===== config.mk =====
export PLATFORM = sky130hd
export DESIGN_NAME = covering_prefix_aggregator_top
export DESIGN_NICKNAME = d
export VERILOG_FILES = /design/src/rtl/cpa_pkg.sv /design/src/rtl/cpa_bounds.sv /design/src/rtl/cpa_cover.sv /design/src/rtl/covering_prefix_aggregator_top.sv
export SDC_FILE = /design/constraint.sdc
export NUM_CORES = 1
export LEC_CHECK = 0
export CAP_MARGIN = 0
export CORE_ASPECT_RATIO = 1.4
export CORE_UTILIZATION = 46
export DETAILED_ROUTE_END_ITERATION = 8
export DONT_BUFFER_PORTS = 1
export HOLD_SLACK_MARGIN = 0.1
export SLEW_MARGIN = 25
export SYNTH_ARGS = -nofsm -noshare
export SYNTH_HDL_FRONTEND = slang
export SYNTH_SLANG_ARGS = --single-unit

===== constraint.sdc =====
create_clock -name i_clk -period 15.23 [get_ports i_clk]
set_clock_uncertainty 0.15 [all_clocks]
set_input_delay 3.046 -clock i_clk [delete_from_list [all_inputs] [get_ports i_clk]]
set_output_delay 3.046 -clock i_clk [all_outputs]
set_load 0.01 [all_outputs]

===== src/rtl/cpa_pkg.sv =====
// types, constants and helper functions for the covering prefix aggregator
// no dependencies
package cpa_pkg;

    localparam int ADDR_BITS   = 128;
    localparam int HALF_BITS   = 64;
    localparam int PREFIX_W    = 8;
    localparam int IN_DATA_W   = 136;
    localparam int IN_USER_W   = 2;
    localparam int OUT_DATA_W  = 264;

    localparam logic [PREFIX_W-1:0] FULL_PREFIX = 8'd128;

    typedef logic [ADDR_BITS-1:0] t_addr;
    typedef logic [PREFIX_W-1:0]  t_prefix;

    typedef struct packed {
        t_addr   min_addr;
        t_addr   max_addr;
        t_prefix run_prefix;
    } t_bounds;

    // values above 128 act as 128
    function automatic t_prefix clamp_prefix(input t_prefix p);
        return (p > FULL_PREFIX) ? FULL_PREFIX : p;
    endfunction

    // leading zero count of a 128-bit word, binary search in seven steps
    function automatic t_prefix lzc128(input t_addr v);
        t_addr      w;
        logic [6:0] n;
        w = v;
        n = '0;
        if (w[127:64] == 64'd0) begin
            n[6] = 1'b1;
            w    = {w[63:0], 64'd0};
        end
        if (w[127:96] == 32'd0) begin
            n[5] = 1'b1;
            w    = {w[95:0], 32'd0};
        end
        if (w[127:112] == 16'd0) begin
            n[4] = 1'b1;
            w    = {w[111:0], 16'd0};
        end
        if (w[127:120] == 8'd0) begin
            n[3] = 1'b1;
            w    = {w[119:0], 8'd0};
        end
        if (w[127:124] == 4'd0) begin
            n[2] = 1'b1;
            w    = {w[123:0], 4'd0};
        end
        if (w[127:126] == 2'd0) begin
            n[1] = 1'b1;
            w    = {w[125:0], 2'd0};
        end
        if (w[127] == 1'b0) begin
            n[0] = 1'b1;
        end
        return (v == '0) ? FULL_PREFIX : {1'b0, n};
    endfunction

endpackage


===== src/rtl/cpa_bounds.sv =====
// set state: lowest and highest address and smallest given prefix
// depends on cpa_pkg
module cpa_bounds (
    input  logic             i_clk,
    input  logic             i_rst_n,
    input  logic             i_load,
    input  cpa_pkg::t_addr   i_addr,
    input  cpa_pkg::t_prefix i_given_prefix,
    input  logic             i_has_prefix,
    input  logic             i_first,
    output cpa_pkg::t_bounds o_bounds
);
    import cpa_pkg::*;

    t_bounds r_bounds;
    t_bounds n_bounds;
    t_prefix gp;

    assign gp = clamp_prefix(i_given_prefix);

    always_comb begin
        n_bounds = r_bounds;
        if (i_first) begin
            n_bounds.min_addr   = i_addr;
            n_bounds.max_addr   = i_addr;
            n_bounds.run_prefix = i_has_prefix ? gp : FULL_PREFIX;
        end else begin
            // an address below the minimum never also moves the maximum
            if (i_addr < r_bounds.min_addr) begin
                n_bounds.min_addr = i_addr;
            end else if (i_addr > r_bounds.max_addr) begin
                n_bounds.max_addr = i_addr;
            end
            if (i_has_prefix && (gp < r_bounds.run_prefix)) begin
                n_bounds.run_prefix = gp;
            end
        end
    end

    always_ff @(posedge i_clk) begin
        if (!i_rst_n) begin
            r_bounds.min_addr   <= '0;
            r_bounds.max_addr   <= '0;
            r_bounds.run_prefix <= FULL_PREFIX;
        end else if (i_load) begin
            r_bounds <= n_bounds;
        end
    end

    assign o_bounds = r_bounds;

endmodule


===== src/rtl/cpa_cover.sv =====
// covering prefix, network and broadcast computation with result register
// depends on cpa_pkg
module cpa_cover (
    input  logic             i_clk,
    input  logic             i_load,
    input  cpa_pkg::t_bounds i_bounds,
    input  cpa_pkg::t_prefix i_prefix_limit,
    output cpa_pkg::t_prefix o_cover,
    output cpa_pkg::t_addr   o_network,
    output cpa_pkg::t_addr   o_broadcast
);
    import cpa_pkg::*;

    t_prefix common;
    t_prefix limit;
    t_prefix n_cover;
    t_addr   mask;
    t_prefix r_cover;
    t_addr   r_network;
    t_addr   r_broadcast;

    assign common = lzc128(i_bounds.min_addr ^ i_bounds.max_addr);
    assign limit  = clamp_prefix(i_prefix_limit);

    always_comb begin
        n_cover = limit;
        if (i_bounds.run_prefix < n_cover) begin
            n_cover = i_bounds.run_prefix;
        end
        if (common < n_cover) begin
            n_cover = common;
        end
    end

    // top n_cover bits set; a shift by 128 clears every bit
    assign mask = ~({ADDR_BITS{1'b1}} >> n_cover);

    always_ff @(posedge i_clk) begin
        if (i_load) begin
            r_cover     <= n_cover;
            r_network   <= i_bounds.min_addr & mask;
            r_broadcast <= i_bounds.min_addr | ~mask;
        end
    end

    assign o_cover     = r_cover;
    assign o_network   = r_network;
    assign o_broadcast = r_broadcast;

endmodule


===== src/rtl/covering_prefix_aggregator_top.sv =====
// channel   dir  width  contents
// s_axis    in   136+2  address and given prefix, flags in tuser
// m_axis    out  264    cover prefix, network and broadcast addresses
// cfg       in   8      prefix limit, write only
//
// one item per cycle sustained while the output is not stalled; a result is registered after its beat:
// the state registers take the beat, the result register holds the answer
// a stalled result still lets one further beat into the state registers
// synchronous active-low reset: set state zero, running prefix and limit 128
// depends on cpa_pkg, cpa_bounds, cpa_cover
module covering_prefix_aggregator_top (
    input  logic                             i_clk,
    input  logic                             i_rst_n,
    input  logic                             s_axis_tvalid,
    output logic                             s_axis_tready,
    // addr_upper[63:0], addr_lower[127:64], given_prefix[135:128]
    input  logic [cpa_pkg::IN_DATA_W-1:0]    s_axis_tdata,
    // has_prefix[0], first_of_set[1]
    input  logic [cpa_pkg::IN_USER_W-1:0]    s_axis_tuser,
    output logic                             m_axis_tvalid,
    input  logic                             m_axis_tready,
    // cover_prefix[7:0], network_upper[71:8], network_lower[135:72],
    // broadcast_upper[199:136], broadcast_lower[263:200]
    output logic [cpa_pkg::OUT_DATA_W-1:0]   m_axis_tdata,
    input  logic                             i_cfg_we,
    input  logic [cpa_pkg::PREFIX_W-1:0]     i_cfg_wdata
);
    import cpa_pkg::*;

    logic    r_s1_vld;
    logic    n_s1_vld;
    logic    r_out_vld;
    logic    n_out_vld;
    logic    s1_go;
    logic    accept;
    t_prefix r_prefix_limit;
    t_bounds bounds;
    t_addr   in_addr;
    t_prefix cover_len;
    t_addr   network;
    t_addr   broadcast;

    assign s1_go         = r_s1_vld && (!r_out_vld || m_axis_tready);
    assign s_axis_tready = !r_s1_vld || s1_go;
    assign accept        = s_axis_tvalid && s_axis_tready;

    assign n_s1_vld  = accept ? 1'b1 : (s1_go ? 1'b0 : r_s1_vld);
    assign n_out_vld = s1_go ? 1'b1 : (m_axis_tready ? 1'b0 : r_out_vld);

    always_ff @(posedge i_clk) begin
        if (!i_rst_n) begin
            r_s1_vld       <= 1'b0;
            r_out_vld      <= 1'b0;
            r_prefix_limit <= FULL_PREFIX;
        end else begin
            r_s1_vld  <= n_s1_vld;
            r_out_vld <= n_out_vld;
            if (i_cfg_we) begin
                r_prefix_limit <= i_cfg_wdata;
            end
        end
    end

    assign in_addr = {s_axis_tdata[63:0], s_axis_tdata[127:64]};

    cpa_bounds u_bounds (
        .i_clk          (i_clk),
        .i_rst_n        (i_rst_n),
        .i_load         (accept),
        .i_addr         (in_addr),
        .i_given_prefix (s_axis_tdata[135:128]),
        .i_has_prefix   (s_axis_tuser[0]),
        .i_first        (s_axis_tuser[1]),
        .o_bounds       (bounds)
    );

    cpa_cover u_cover (
        .i_clk          (i_clk),
        .i_load         (s1_go),
        .i_bounds       (bounds),
        .i_prefix_limit (r_prefix_limit),
        .o_cover        (cover_len),
        .o_network      (network),
        .o_broadcast    (broadcast)
    );

    assign m_axis_tvalid = r_out_vld;
    assign m_axis_tdata  = {broadcast[63:0], broadcast[127:64],
                            network[63:0], network[127:64], cover_len};

endmodule


==> results of run 1 <==
-- path summary, 6_finish.rpt --
check                                                to  slack [ns]  cells after the start                   start
worst max-delay path              u_bounds.o_bounds[65]        6.25                     18         s_axis_tdata[1]
worst min-delay path             u_bounds.o_bounds[101]        0.34                      2  u_bounds.o_bounds[101]
worst max register to register  u_cover.o_broadcast[74]        6.48                     23  u_bounds.o_bounds[190]
worst min register to register   u_bounds.o_bounds[101]        0.34                      2  u_bounds.o_bounds[101]
-- registers in the layout (all words and copies together), names as in the netlist --
register,cells
m_axis_tvalid,1
r_prefix_limit,8
r_s1_vld,1
u_bounds.o_bounds,264
u_cover.o_broadcast,128
u_cover.o_cover,8
u_cover.o_network,128
-- metal layers --
layer	up-vias	track usage, %
li1	11100	-
met1	12000	39.5
met2	1023	58.7
met3	267	8.80
met4	2	17.6
met5	-	0
-- cell usage in the layout (no fill, tap or decap), types with 8 or more instances in the layout --
master	count
nor2b_1	49
clkinv_1	11
o21ai_0	98
xor2_1	74
o21ai_1	9
nand2_1	494
dfxtp_1	274
nand4_1	69
nand2b_1	31
o221ai_1	10
edfxtp_1	264
inv_1	285
and2_1	44
a211oi_1	14
or2_2	15
a211o_1	9
nor2_1	89
clkinvlp_4	9
mux2_2	14
xnor2_1	54
clkinv_2	11
nor3_1	43
nor4_1	14
mux2i_1	287
nand3_1	22
a31oi_1	13
o211ai_1	17
a21o_1	129
a21oi_1	124
clkbuf_16	55
o21a_1	42
ha_1	276
o311a_1	8
buf_4	37
-- metrics by stage --
step / utilization [%] / instance area [µm²] / hold WS (ns)
after floorplan: - / 31000 / 0.313
final: 50.7 / 33800 / 0.335
after global placement: 47.9 / 32000 / 0.321
after detailed placement: 48.0 / 32000 / 0.330
after global routing: 50.7 / 33800 / 0.359
after CTS: 50.6 / 33700 / 0.339
-- logic make-up (layout without fill, tap and decap cells) --
family          count (synthesis)  in the layout  synth area share, %
fa+ha+maj                     276            276                 11.1
simple gates                  925            925                 14.0
xor+xnor                      130            130                 3.69
buf+inv                       414            430                 5.27
other cells                     0              1                    0
mux                           315            315                 10.4
compound gates                562            562                 12.3
flops                         538            538                 43.2
-- critical path, cell delays in order --
cell and delay (ns):
ha_1 0.30, a21o_1 0.16, a21o_1 0.17, a21o_1 0.17
a21o_1 0.18, a21o_1 0.18, a21o_1 0.18, a21oi_1 0.33
o21ai_0 0.24, a221oi_1 0.78, o221ai_1 0.49, a211oi_1 0.70
o21ai_0 0.45, a41oi_4 0.44, buf_4 0.48, buf_4 0.46
buf_16 0.30, mux2i_1 0.25
-- layout make-up --
| type | instances | area (µm²) | area share, % |
|---|---|---|---|
| antenna | 1 | 2.50 | 0.00740 |
| clock inverter | 37 | 328 | 0.970 |
| timing repair buffer | 39 | 317 | 0.937 |
| multi-input combinational | 2208 | 16100 | 47.8 |
| sequential | 538 | 13400 | 39.7 |
| tap | 855 | 1070 | 3.17 |
| clock buffer | 64 | 1430 | 4.23 |
| inverter | 290 | 1090 | 3.22 |
-- report_power, final --
part / total [mW] / switching (mW) / internal (mW) / leakage (nW)
registers: 1.77 / 0.111 / 1.66 / 4.57
logic: 1.31 / 0.906 / 0.407 / 8.43
clock network: 1.37 / 0.611 / 0.756 / 0.840
==> results_dict.tcl, run 1 <==
set metrics [dict create \
    cts_tree "done" \
    ir_drop_uv 83.2 \
    setup_viol 0 \
    finalSetupTns_ns 0 \
    wl_met1_um 45500 \
    gp_congestion 1.01 \
    ys_ff_latch 538 \
    drc 0 \
    coreArea_um2 66700 \
    layout-drive-gt1-share_pct 6.36 \
    syn-cell-area_um2 31000 \
    synthToLayoutAreaGrowth_pct 8.89 \
    post_layout_nonfiller_instances 4032 \
    wl_met3_um 9760 \
    end_kind "flop" \
    wirelength_um 120000 \
    synth_area_leaders "edfxtp_1 (26%), dfxtp_1 (18%), ha_1 (11%)" \
    ant_nets 0 \
    via_per_inst 6.04 \
    rsz0062_at_grt "false" \
    syn_nets 3587 \
    min_path_type "flop to flop" \
    nNetsFinal 3558 \
    powerDensity_nw_per_um2 132 \
    startpoint_type "input port" \
    async_flop_share_pct 0 \
    synth-edff-count 264 \
    clk_latency_ns 0.65 \
    post-route-period-util_pct 58.9 \
    die_area_um2 68500 \
    place_ws_ns 5.44 \
    synth.most_common_cell "nand2_1" \
    cts_buffers 54 \
    grt_pass1_wl_um 169000 \
    max-clock-path-buffers 3 \
    wire_per_inst_um 29.7 \
    yosys.area.top_type "edfxtp_1" \
    synthFlopType "dfxtp_1" \
    ys_types 89 \
    synth_area_per_cell_um2 9.82 \
    io_buffer_count 0 \
    dp_cells 3929 \
    start_util_pct 46.5 \
    hold_violations 0 \
    clock_sinks 538 \
    status "completed" \
    worst_pin_slew_ns 1.30 \
    dr_wl_met2_um 57600 \
    grt_pass1_vias 24000 \
    first_pass_iters 7 \
    htree_levels 2 \
    die_w_um 222 \
    path_max_fanout 35 \
    synth_seq_area_share_pct 43.2 \
    cap_violations 0 \
    fillers 6171 \
    die_h_um 309 \
    syn-instance-count 3160 \
    io_pins 417 \
    antenna_found_initial 2 \
    p_leak_nw 13.8 \
    power.total_mw 4.45 \
    relSlewSlack_pct 12.3 \
    grt.overflow.total 0 \
    grt_max_degree 403 \
    fmax_mhz 111 \
    drv_slew 0 \
    yosysWarnings 0 \
    crit_arrival_ns 9.38 \
    yosys.area.top_type_share_pct 25.5 \
    top_layer "met5" \
    dr_total_vias 24400 \
    synthTopCellsByCount "nand2_1 (494), mux2i_1 (291), inv_1 (285), ha_1 (276), dfxtp_1 (274)" \
    post_cts_buffers 0 \
    dpl.hpwl_um 91700 \
    cp.required_ns 15.63 \
    final.setup.worst_slack_ns 6.25 \
    rows 112 \
    cts_resized 0 \
    cts-root-buf "clkbuf_16" \
    cts_hold_buf 0 \
    grt_usage_pct 34.3 \
    drtIter0Drc 2161 \
    critPathKind "input port to flop" \
    path_clk_slew_ns 0.06 \
    fin_crit_ns 8.98 \
]
Note: power is estimated with default switching activity, not from simulation.
==> inputs of run 2 (changes only) <==
--- a/config.mk
+++ b/config.mk
@@ -5,6 +5,7 @@
 export SDC_FILE = /design/constraint.sdc
 export NUM_CORES = 1
 export LEC_CHECK = 0
+export ABC_AREA = 1
 export CAP_MARGIN = 0
 export CORE_ASPECT_RATIO = 1.4
 export CORE_UTILIZATION = 46
==> constraint.sdc (replaced) <==
create_clock -name i_clk -period 7.6 [get_ports i_clk]
set_clock_uncertainty 0.15 [all_clocks]
set_input_delay 1.52 -clock i_clk [delete_from_list [all_inputs] [get_ports i_clk]]
set_output_delay 1.52 -clock i_clk [all_outputs]
set_load 0.01 [all_outputs]
==> run 2 against run 1 <==
Combinational power up 130%. Sequential share of layout area up 0.24 points. Hold slack worse by 0.0059 ns. Total power up 110%. Sequential power up 100%. Global-route usage down 0.33 points. Largest cell class unchanged. Non-clock buffer count up 89. Synthesized cell count up 15%.
==> results_dict.tcl, run 2 <==
set metrics [dict create \
    drv_slew 0 \
    powerDensity_nw_per_um2 283 \
    pwr-share-clk_pct 31.0 \
    path_max_fanout 43 \
    status "completed" \
    p_leak_nw 14.1 \
    dr_total_vias 26000 \
    mostFrequentLayoutCells "nand2_1 (777), a21oi_1 (462), o21ai_0 (323), inv_1 (316), ha_1 (276)" \
    largest_register_ff_count 264 \
    syn-cell-area_um2 30000 \
    cp_slowest_cell "buf_4" \
    die_area_um2 66300 \
    drc 0 \
    io_pins 417 \
    slowest_delay_ns 0.42 \
    grt_pass1_wl_um 164000 \
    ys_types 54 \
    antenna_found_initial 1 \
    io_buffer_count 0 \
    yosysWarnings 0 \
    grt_pass1_vias 24800 \
    power.total_mw 9.51 \
    async_flop_share_pct 0 \
    synth_area_leaders "edfxtp_1 (26%), dfxtp_1 (18%), ha_1 (11%)" \
    grt.overflow.total 0 \
    synth_seq_area_share_pct 44.7 \
    finalSetupTns_ns 0 \
    clock_sinks 538 \
    drtIter0Drc 2183 \
    gp_congestion 1.02 \
    hold_violations 0 \
    cts_buffers 54 \
    synthToLayoutAreaGrowth_pct 11.9 \
    cts_tree "done" \
    end_kind "flop" \
    setup_viol 0 \
    fmax_mhz 138 \
    min_path_type "flop to flop" \
    nNetsFinal 4126 \
    post-route-period-util_pct 95.4 \
    max-clock-path-buffers 3 \
    relSlewSlack_pct 33.0 \
    critPathKind "flop to flop" \
    finalCoreUtilization_pct 52.2 \
    die_h_um 304 \
    ys_ff_latch 538 \
    yosys.area.top_type "edfxtp_1" \
    p_int_mw 5.99 \
    cap_violations 0 \
    first_pass_iters 6 \
    cts_hold_buf 0 \
    wire_per_inst_um 24.8 \
    htree_levels 2 \
    comb_power_share_pct 31.1 \
    synth-edff-count 264 \
    power_switching_share_pct 37.0 \
    start_util_pct 46.6 \
    fin_crit_ns 7.25 \
    r2r-start "u_bounds.o_bounds[201]" \
    syn-instance-count 3643 \
    cp.required_ns 7.84 \
    dpl.hpwl_um 90200 \
    path_clk_slew_ns 0.07 \
    die_w_um 218 \
    startpoint_type "flop" \
    syn_nets 4070 \
    ir_drop_uv 157 \
    synthFlopType "dfxtp_1" \
    min_from "u_bounds.o_bounds[73]" \
    synth_area_per_cell_um2 8.24 \
    synth.most_common_cell "nand2_1" \
    rsz0062_at_grt "false" \
    via_per_inst 5.68 \
    clk_latency_ns 0.66 \
    cts-root-buf "clkbuf_16" \
    layout-drive-gt1-share_pct 10.3 \
    synthTopCellsByCount "nand2_1 (780), a21oi_1 (463), o21ai_0 (323), inv_1 (316), ha_1 (276)" \
    yosys.area.top_type_share_pct 26.4 \
    grt_max_degree 267 \
    worst_pin_slew_ns 0.997 \
    hold_slack_ns 0.329 \
    final_common_cell "nand2_1" \
    wirelength_um 114000 \
    ant_nets 0 \
    crit_arrival_ns 7.49 \
    coreArea_um2 64400 \
    crit_start "u_bounds.o_bounds[201]" \
    rows 110 \
    p_sw_mw 3.52 \
    pwr-share-seq_pct 37.9 \
    grt_usage_pct 33.9 \
    crit_top_cell "nand2_1" \
]
==> run 2: cell count changes in the layout (fill, tap and decap cells not counted), moves of 126 or more <==
cell     previous run  this run
nor2_1             89       250
o21ai_0            98       323
nand3_1            22       155
a21o_1            129         3
mux2i_1           287         0
nand2_1           494       777
a21oi_1           124       462
==> run 2: logic make-up after synthesis <==
logic type,count (synthesis),synth area share [%]
and+or+nand+nor,1345,19.2
AOI/OAI and AO/OA,884,15.5
buffers and inverters,533,7.16
DFF,538,44.7
xor gates and xnor gates,67,1.95
adders and majority gates,276,11.5
==> run 2: area by class of cell <==
class	instances	area [µm²]
fillers	6257	30800
multi-input cells	2572	14500
flip-flops and latches	538	13400
inverters	405	1520
clock buffers	64	1450
repair buffers	128	1150
well taps	840	1050
clock inverters	38	483
diodes	1	2.50
==> run 2: worst max-delay path, delay by kind of cell, from the launching register on <==
kind	cells	cell delay, ns
adder cells (fa/ha/maj)	1	0.27
buffers and inverters	10	1.42
flip-flops	1	0.32
AND/OR/NAND/NOR	40	4.83
==> run 2: path summary, 6_finish.rpt <==
check,depth (start not counted),slack [ns],end
worst max-delay path,51,0.35,u_cover.o_network[125]
worst min register to register,2,0.33,u_bounds.o_bounds[73]
worst min-delay path,2,0.33,u_bounds.o_bounds[73]
worst max register to register,51,0.35,u_cover.o_network[125]
==> run 2: timing repair <==
action | 4_1_cts | 5_1_grt
gates resized for setup | 0 | 3
setup buffers | 0 | 1
setup endpoints to repair | 0 | 45
==> run 2: layer usage <==
metal,vias up,track usage [%],routed length [µm]
li1,12500,-,-
met1,12300,39.3,43000
met2,1013,57.1,54500
met3,253,7.97,9050
met4,2,18.9,7080
met5,-,0,7
==> run 2: power groups by stage <==
stage               logic, mW  clock network [mW]  registers [mW]
finish                   2.96                2.95            3.60
global route             3.20                3.08            3.63
CTS                      2.91                2.98            3.60
detailed placement       2.90                   0            3.66
global placement         2.89                   0            3.66
floorplan                1.67                   0            3.62
==> run 2: stage by stage <==
step	worst slack [ns]	instances	cell area [µm²]
global placement	0.0244	4482	31600
CTS	0.126	4584	33600
finish	0.353	4586	33600
detailed placement	0.159	4482	31600
floorplan	0.981	3643	30000
global route	0.0510	4585	33600
